`config.mk`:
```
export PLATFORM = sky130hd
export DESIGN_NAME = pcxrle_raster
export DESIGN_NICKNAME = d
export VERILOG_FILES = /design/src/sv/pcxrle_pkg.sv /design/src/sv/pcxrle_raster.sv
export SDC_FILE = /design/constraint.sdc
export NUM_CORES = 1
export LEC_CHECK = 0
export ABC_CLOCK_PERIOD_IN_PS = 12400
export BUFFER_PORTS_ARGS = -buffer_cell sky130_fd_sc_hd__buf_2
export CAP_MARGIN = 0
export CORE_UTILIZATION = 62
export DETAILED_ROUTE_END_ITERATION = 8
export GPL_TIMING_DRIVEN = 0
export PLACE_DENSITY_LB_ADDON = 0.3
export REMOVE_ABC_BUFFERS = 1
export SLEW_MARGIN = 20
export SYNTH_ARGS = -nofsm -noshare
export SYNTH_HDL_FRONTEND = slang
export SYNTH_SLANG_ARGS = --single-unit
```
`constraint.sdc`:
```
create_clock -name clk -period 12.4 [get_ports clk]
set_input_delay 2.48 -clock clk [delete_from_list [all_inputs] [get_ports clk]]
set_output_delay 2.48 -clock clk [all_outputs]
set_load 0.05 [all_outputs]
```
`src/sv/pcxrle_pkg.sv`:
```
// shared types and constants for the pcx rle palette decoder
// no dependencies
package pcxrle_pkg;

  localparam int PALETTE_ENTRIES = 256;
  localparam int PAL_AW          = 8;
  localparam int RGB_W           = 24;
  localparam int REG_W           = 9;
  localparam int RUN_W           = 6;

  localparam logic [7:0] RUN_MARK     = 8'hC0;
  localparam logic [7:0] RUN_LEN_MASK = 8'h3F;

  localparam logic [REG_W-1:0] WIDTH_RESET  = 9'd320;
  localparam logic [REG_W-1:0] HEIGHT_RESET = 9'd200;

  typedef enum logic [1:0] {
    CMD_PALETTE   = 2'd0,
    CMD_DATA      = 2'd1,
    CMD_NEW_IMAGE = 2'd2,
    CMD_UNUSED    = 2'd3
  } cmd_t;

  typedef enum logic {
    REG_IMAGE_WIDTH  = 1'b0,
    REG_IMAGE_HEIGHT = 1'b1
  } reg_index_t;

  typedef enum logic {
    ST_IDLE = 1'b0,
    ST_EMIT = 1'b1
  } state_t;

  typedef struct packed {
    logic eor;
    logic eoi;
    logic done;
  } raster_status_t;

endpackage

```
`src/sv/pcxrle_raster.sv`:
```
// column and row position of the decoded image, row and image end flags
// depends on pcxrle_pkg
module pcxrle_raster
  import pcxrle_pkg::*;
#(
  parameter int MAX_WIDTH  = 320,
  parameter int MAX_HEIGHT = 256
) (
  input  logic             clk,
  input  logic             rst,
  input  logic [REG_W-1:0] image_width,
  input  logic [REG_W-1:0] image_height,
  input  logic             clear,
  input  logic             advance,
  output raster_status_t   status
);

  localparam int CW  = (MAX_WIDTH > 1) ? $clog2(MAX_WIDTH) : 1;
  localparam int RW  = (MAX_HEIGHT > 1) ? $clog2(MAX_HEIGHT) : 1;
  localparam int WCW = ($clog2(MAX_WIDTH + 1) > REG_W) ? $clog2(MAX_WIDTH + 1) : REG_W;
  localparam int HCW = ($clog2(MAX_HEIGHT + 1) > REG_W) ? $clog2(MAX_HEIGHT + 1) : REG_W;
  localparam logic [WCW-1:0] W_MAX = WCW'(MAX_WIDTH);
  localparam logic [HCW-1:0] H_MAX = HCW'(MAX_HEIGHT);

  logic [CW-1:0]  column;
  logic [RW-1:0]  row;
  logic           done;
  logic [WCW-1:0] width_ext;
  logic [HCW-1:0] height_ext;
  logic [WCW-1:0] width_last;
  logic [HCW-1:0] height_last;
  logic           eor;
  logic           eoi;

  // saturate registers to 1..max, then take the last position
  always_comb begin
    width_ext  = WCW'(image_width);
    height_ext = HCW'(image_height);
    if (width_ext == '0) begin
      width_last = '0;
    end else if (width_ext > W_MAX) begin
      width_last = W_MAX - WCW'(1);
    end else begin
      width_last = width_ext - WCW'(1);
    end
    if (height_ext == '0) begin
      height_last = '0;
    end else if (height_ext > H_MAX) begin
      height_last = H_MAX - HCW'(1);
    end else begin
      height_last = height_ext - HCW'(1);
    end
  end

  assign eor = WCW'(column) >= width_last;
  assign eoi = eor && (HCW'(row) >= height_last);

  assign status = '{eor: eor, eoi: eoi, done: done};

  always_ff @(posedge clk) begin
    if (rst || clear) begin
      column <= '0;
      row    <= '0;
      done   <= 1'b0;
    end else if (advance) begin
      if (eor) begin
        column <= '0;
        if (eoi) begin
          done <= 1'b1;
        end else begin
          row <= row + RW'(1);
        end
      end else begin
        column <= column + CW'(1);
      end
    end
  end

  property p_no_advance_when_done;
    @(posedge clk) disable iff (rst) advance |-> !done;
  endproperty
  a_no_advance_when_done: assert property (p_no_advance_when_done)
    else $error("raster advanced after image end");

  property p_done_from_eoi;
    @(posedge clk) disable iff (rst) $rose(done) |-> $past(advance && eoi);
  endproperty
  a_done_from_eoi: assert property (p_done_from_eoi)
    else $error("image end set without last pixel");

  property p_column_wraps;
    @(posedge clk) disable iff (rst) (advance && eor && !clear) |=> column == '0;
  endproperty
  a_column_wraps: assert property (p_column_wraps)
    else $error("column did not wrap at row end");

endmodule

```
==> results of run 1 <==
-- path summary, 6_finish.rpt --
| check | startpoint | to | slack, ns | cells past startpoint |
|---|---|---|---|---|
| setup / recovery | image_height[0] | status[1] | 4.47 | 14 |
| hold / removal | done | done | 0.50 | 2 |
| setup reg to reg | column[0] | column[3] | 9.99 | 8 |
| hold reg to reg | done | done | 0.50 | 2 |
-- state kept, by name (all words and copies together) (netlist names) --
register / count
column: 9
row: 8
done: 1
-- kinds of logic (layout without fill, tap and decap cells) --
logic type	Yosys count	after routing	share of synthesized area
buffers and inverters	17	36	0.0445
adders and majority gates	21	21	0.153
and+or+nand+nor	92	92	0.290
muxes	6	6	0.0350
DFF	18	18	0.210
AOI/OAI and AO/OA	46	46	0.206
xor gates and xnor gates	12	12	0.0613
-- synthesized netlist by cell type, types with 2 or more instances --
cell / n / share of area
or3_1: 8 / 0.029
ha_1: 21 / 0.15
nor4_1: 4 / 0.015
o21ai_0: 6 / 0.018
xor2_1: 9 / 0.046
a211oi_1: 2 / 0.0088
nand2_1: 22 / 0.048
dfxtp_1: 18 / 0.21
mux2i_1: 6 / 0.035
o31ai_1: 5 / 0.022
nor3_1: 8 / 0.023
a21oi_1: 9 / 0.026
a31oi_1: 4 / 0.015
nand3b_1: 2 / 0.0088
and2_1: 2 / 0.0073
inv_1: 8 / 0.018
o21a_1: 4 / 0.018
nor2_1: 17 / 0.037
nand4_1: 8 / 0.029
a21o_1: 7 / 0.031
and3_1: 4 / 0.015
buf_4: 3 / 0.013
xnor2_1: 3 / 0.015
clkbuf_1: 4 / 0.0088
nand2b_1: 2 / 0.0073
nand3_1: 6 / 0.018
-- power by group through the flow --
stage	logic, µW	registers (µW)	clock network (µW)
finish	25.5	58.3	27.4
CTS	25.6	58.3	29.0
global placement	24.0	59.6	0
detailed placement	25.5	59.6	0
global route	28.6	58.4	31.4
floorplan	16.0	59.5	0
-- cell type report --
| class | instances | area, µm² |
|---|---|---|
| inverters | 9 | 33.8 |
| flip-flops and latches | 18 | 360 |
| well taps | 30 | 37.5 |
| clock buffers | 3 | 22.5 |
| multi-input cells | 177 | 1280 |
| repair buffers | 24 | 120 |
| fillers | 206 | 693 |
-- metal layers --
metal | wire length (µm) | track usage
met2 | 1870 | 0.468
met5 | 0 | 0
met3 | 106 | 0.0639
met4 | 10 | 0.0470
met1 | 1490 | 0.301
-- critical path, delay by kind of cell --
family | cells | cell delay [ns]
and+or+nand+nor | 6 | 1.31
AOI/OAI and AO/OA | 3 | 0.81
adders and majority gates | 2 | 0.47
buffers and inverters | 3 | 0.38
-- per-stage QoR --
| step | power (µW) | setup slack, ns | cell area [µm²] | cells |
|---|---|---|---|---|
| 6_report | 111 | 4.47 | 1850 | 261 |
| 5_1_grt | 118 | 4.27 | 1850 | 261 |
| 4_1_cts | 113 | 4.47 | 1850 | 261 |
| 3_5_place_dp | 85.1 | 4.48 | 1830 | 258 |
| 3_3_place_gp | 83.6 | 4.55 | 1830 | 258 |
| 2_1_floorplan | 75.5 | 4.79 | 1670 | 204 |
==> run_results.csv, run 1 <==
group,metric,value,unit
power_and_ir_drop,power.net_switching,30.3,µW
sta,drv_slew,0,
clocking,clk_latency,0.28,ns
worst_setup_path,path_max_fanout,7,
clocking,root_buffer,"clkbuf_4",
sta,worst-slew-pin-transition,0.906,ns
power_and_ir_drop,combPwrFrac,0.230,
route,vias,1626,
yosys,yosys_warnings,0,
sta,layout_min_cycle_time,7.93,ns
power_and_ir_drop,netSwitchingFraction,0.273,
yosys,syn-cell-area,1710,µm²
clocking,h-tree-depth,1,
clocking,cts.clk_slew.worst_paths,0.09,ns
yosys,synth_flop_cell,"dfxtp_1",
flow_run,maxCapViolations,0,
worst_setup_path,critPathRequiredTime,9.92,ns
final_layout,nNetsFinal,276,
final_layout,final_common_cell,"buf_2",
route,wl_per_cell,13.3,µm
worst_setup_path,slowest_stage,"or4b_1",
final_layout,drive_gt1_frac,0.152,
sta,max_freq,126,MHz
yosys,syn_inst,212,
die,core_area,2540,µm²
worst_setup_path,crit_type,"input port to output port",
worst_setup_path,slowest_delay,0.59,ns
die,start_util,0.674,
final_layout,areaGrowthSynthToFinish,8.03,%
worst_setup_path,startpoint_type,"input port",
power_and_ir_drop,leakage,0.000827,µW
sta,finClkSkew,0.00192,ns
worst_setup_path,crit_chain,"buf_2 -> inv_1 -> ha_1 -> or4b_1 -> nor4_4 -> nand2_1 -> nand2_1 -> o21ai_0 -> ha_1 -> nand2b_1 -> a2111oi_2 -> o31a_1 -> nor2_1 -> buf_2",
die,io_pins,25,
grt,grt_pass1_wl,5580,µm
grt,antenna_found_initial,0,
sta,setup_viol,0,
sta,finalHoldViolCount,0,
yosys,synth-async-reset-ratio,0,
power_and_ir_drop,seq_power_share,0.524,
yosys,avgSynthCellArea,8.09,µm²
placed_design,hpwl,2860,µm
grt,grt_pass1_vias,1365,
yosys,synth_cell_types,46,
outcome,status,"complete, no violations",
route,drt_iter0_drc,55,
final_layout,final_cell_mix,"24 x buf_2, 22 x nand2_1, 21 x ha_1",
clocking,cts_setup_buffers,0,
route,drtPass1Iterations,4,
final_layout,fin_util,0.728,
clocking,cts_tree,"yes",
route,ant_nets,0,
route,wl,3470,µm
power_and_ir_drop,clkPwrFrac,0.246,
grt,overflow,0,
die,dieArea,2980,µm²
sta,fin_crit_sh,0.640,
sta,relSlewSlack,0.391,
yosys,synth_seq_cells,18,
grt,grt_max_degree,16,
sta,rsz0062_at_grt,"false",
route,vias_per_cell,6.23,
power_and_ir_drop,ir_drop,0.0000891,V
route,drcViolationCount,0,
worst_setup_path,end_kind,"output port",
worst_setup_path,cp.arrival,5.45,ns
yosys,ys_seq_area_frac,0.210,
die,num_rows,18,
sta,final.setup.tns,0,ns
placed_design,gp_congestion,0.841,
yosys,synth-edff-count,0,
clocking,hold_buffers,0,
die,die_w,54.6,µm
clocking,cts_buffers,3,
final_layout,diodes,0,
clocking,cts_resized,0,
power_and_ir_drop,p_per_area,60.0,nW/µm²
clocking,clkSinkCount,18,
placed_design,port_buffers,24,
clocking,clockBufferDepth,2,
die,die_h,54.6,µm
power_and_ir_drop,p_int,80.9,µW
grt,grtUsageTotal,0.257,
min_path,hp-class,"flop to flop",
sta,whs,0.496,ns
Power figures use the tool's default switching activity.
==> inputs of run 2 (changes only) <==
--- a/config.mk
+++ b/config.mk
@@ -5,10 +5,11 @@
 export SDC_FILE = /design/constraint.sdc
 export NUM_CORES = 1
 export LEC_CHECK = 0
-export ABC_CLOCK_PERIOD_IN_PS = 12400
+export ABC_AREA = 1
+export ABC_CLOCK_PERIOD_IN_PS = 7950
 export BUFFER_PORTS_ARGS = -buffer_cell sky130_fd_sc_hd__buf_2
 export CAP_MARGIN = 0
-export CORE_UTILIZATION = 62
+export CORE_UTILIZATION = 57
 export DETAILED_ROUTE_END_ITERATION = 8
 export GPL_TIMING_DRIVEN = 0
 export PLACE_DENSITY_LB_ADDON = 0.3
==> constraint.sdc (replaced) <==
create_clock -name clk -period 7.95 [get_ports clk]
set_input_delay 1.59 -clock clk [delete_from_list [all_inputs] [get_ports clk]]
set_output_delay 1.59 -clock clk [all_outputs]
set_load 0.05 [all_outputs]
==> run 2 against run 1 <==
  * Hold slack got worse by 0.025 ns
  * Clock skew is 0.013 ns higher
  * Core utilization decreased by 6.7 points
  * Global-route usage is 4.2 points lower
  * Sequential share of layout area grew 0.15 points
  * Setup slack lost 2.7 ns
  * Combinational power increased by 29%
  * Largest power group unchanged
==> run_results.csv, run 2 <==
group,metric,value,unit
outcome,status,"complete, no violations",
die,num_rows,19,
power_and_ir_drop,p_per_area,92.3,nW/µm²
route,wl_per_cell,10.2,µm
route,drt_iter0_drc,61,
final_layout,reg.largest.list,"column: 9 flops, row: 8 flops, done: 1 flops",
yosys,synth-edff-count,0,
yosys,synth-async-reset-ratio,0,
placed_design,place_inst,310,
final_layout,final_cell_mix,"56 x nand2_1, 38 x inv_1, 31 x nor2_1",
worst_setup_path,crit_type,"input port to output port",
die,dieArea,3190,µm²
min_path,hp-class,"flop to flop",
die,start_util,0.609,
clocking,clockBufferDepth,2,
yosys,syn_inst,261,
sta,rsz0062_at_grt,"false",
yosys,synth_flop_cell,"dfxtp_1",
yosys,synth_seq_cells,18,
final_layout,seqCellArea,360,µm²
grt,grt_pass1_vias,1425,
yosys,synth.area.top_cells,"dfxtp_1 21%, ha_1 16%, nand2_1 12%",
sta,finClkSkew,0.0154,ns
sta,finalHoldViolCount,0,
die,die_h,56.5,µm
power_and_ir_drop,leakage,0.000917,µW
yosys,avgSynthCellArea,6.49,µm²
worst_setup_path,worstReg2RegEnd,"row[7]",
clocking,clk_latency,0.30,ns
sta,fin_crit_sh,0.782,
worst_setup_path,rr_worst_depth,9,
sta,relSlewSlack,0.466,
clocking,cts_setup_buffers,0,
worst_setup_path,end_kind,"output port",
route,vias_per_cell,5.26,
clocking,cts_tree,"yes",
placed_design,hpwl,2580,µm
yosys,synth_top_area_cell,"dfxtp_1",
final_layout,fin_util,0.661,
clocking,cts.clk_slew.worst_paths,0.11,ns
sta,max_freq,161,MHz
worst_setup_path,r2r_start,"row[3]",
min_path,min_path_cells,1,
sta,worst-slew-pin-transition,0.801,ns
route,drtPass1Iterations,4,
worst_setup_path,path_max_fanout,11,
final_layout,diodes,0,
sta,setup_viol,0,
route,vias,1646,
min_path,holdPathEnd,"done",
clocking,cts_resized,0,
worst_setup_path,cp.arrival,4.63,ns
grt,grt_max_degree,15,
die,core_area,2780,µm²
yosys,yosysMostFrequentCell,"nand2_1",
final_layout,drive_gt1_frac,0.121,
power_and_ir_drop,power,170,µW
min_path,min_from,"done",
final_layout,areaGrowthSynthToFinish,8.57,%
yosys,synth_top_area_frac,0.213,
final_layout,fill_cells,278,
final_layout,final_common_cell,"nand2_1",
yosys,syn-cell-area,1690,µm²
route,wl,3200,µm
sta,layout_min_cycle_time,6.22,ns
sta,final.setup.tns,0,ns
clocking,h-tree-depth,1,
clocking,cts_buffers,3,
yosys,ys_top_cells_by_count,"56 x nand2_1, 38 x inv_1, 31 x nor2_1",
worst_setup_path,startpoint_type,"input port",
route,ant_nets,0,
clocking,root_buffer,"clkbuf_4",
final_layout,layout.cells.non_filler,313,
die,io_pins,25,
route,drcViolationCount,0,
worst_setup_path,reg2reg_slack,5.53,ns
sta,drv_slew,0,
placed_design,gp_congestion,0.785,
clocking,clkSinkCount,18,
final_layout,regMostFlops,"column",
grt,grtUsageTotal,0.215,
grt,grt_pass1_wl,5640,µm
final_layout,multi_input_area,1150,µm²
grt,antenna_found_initial,0,
grt,overflow,0,
yosys,ys_seq_area_frac,0.213,
worst_setup_path,critPathRequiredTime,6.36,ns
power_and_ir_drop,ir_drop,0.0000885,V
die,die_w,56.5,µm
yosys,synth_cell_types,26,
flow_run,maxCapViolations,0,
final_layout,nNetsFinal,327,
placed_design,port_buffers,24,
yosys,yosys_warnings,0,
final_layout,largest_reg_flops,9,
clocking,hold_buffers,0,
run 2: cell types whose count changed after synthesis, moves of 4 or more:
cell     delta
nand2_1    +34
inv_1      +30
nor2_1     +14
a21oi_1     +9
nand3_1     +8
or3_1       -8
a21o_1      -7
mux2i_1     -6
o21ai_0     +6
and3_1      -4
nor4_1      -4
run 2: cells by family (layout without fill, tap and decap cells):
logic type	count (synthesis)	in the layout	share of synthesized area
simple gates	125	125	0.331
buf+inv	46	67	0.110
fa+ha+maj	21	21	0.155
compound gates	38	38	0.123
flops	18	18	0.213
xor+xnor	13	13	0.0673
run 2: per-layer routing:
metal  vias up  wire length, µm  GRT usage
li1        900                -          -
met1       718             1450      0.264
met2        24             1640      0.393
met3         4               90     0.0346
met4         0               23     0.0453
met5         -                0          0
run 2: worst max path at each step:
| stage | from | endpoint | slack, ns | cells after the start |
|---|---|---|---|---|
| after floorplan | image_height[0] | status[1] | 2.39 | 18 |
| after global placement | image_height[0] | status[1] | 1.76 | 20 |
| after detailed placement | image_height[0] | status[1] | 1.73 | 20 |
| after CTS | image_height[0] | status[1] | 1.71 | 20 |
| after global routing | image_height[0] | status[1] | 1.30 | 20 |
| final | image_height[0] | status[1] | 1.73 | 20 |
run 2: final cells by class:
type                            count  area share
Clock buffer                        3      0.0123
Multi-Input combinational cell    197       0.624
Tap cell                           31      0.0211
Sequential cell                    18       0.196
Inverter                           40      0.0817
Timing Repair Buffer               24      0.0654
run 2: report_power, final:
| part | internal, µW | switching [µW] |
|---|---|---|
| sequential | 90.6 | 0.473 |
| clock | 17.6 | 28.1 |
| combinational | 13.2 | 19.7 |
| total | 121 | 48.2 |
run 2: metrics by stage:
stage                     hold WS [ns]  cell area (µm²)  setup WS, ns
after floorplan                  0.469             1660          2.39
after global placement           0.445             1820          1.76
after detailed placement         0.452             1820          1.73
after CTS                        0.479             1840          1.71
after global routing             0.505             1840          1.30
final                            0.471             1840          1.73
run 2: critical path, cell delays in order:
cell	delay (ns)
buf_2	0.10
inv_1	0.09
ha_1	0.17
inv_1	0.04
nor2_1	0.20
nand2_1	0.12
nor2_1	0.13
inv_1	0.05
nor3_1	0.21
inv_1	0.15
o21ai_0	0.11
ha_1	0.27
nand2_1	0.09
inv_1	0.04
a21oi_1	0.13
nand2_1	0.07
a21oi_1	0.62
nand2b_1	0.20
inv_1	0.05
buf_2	0.20
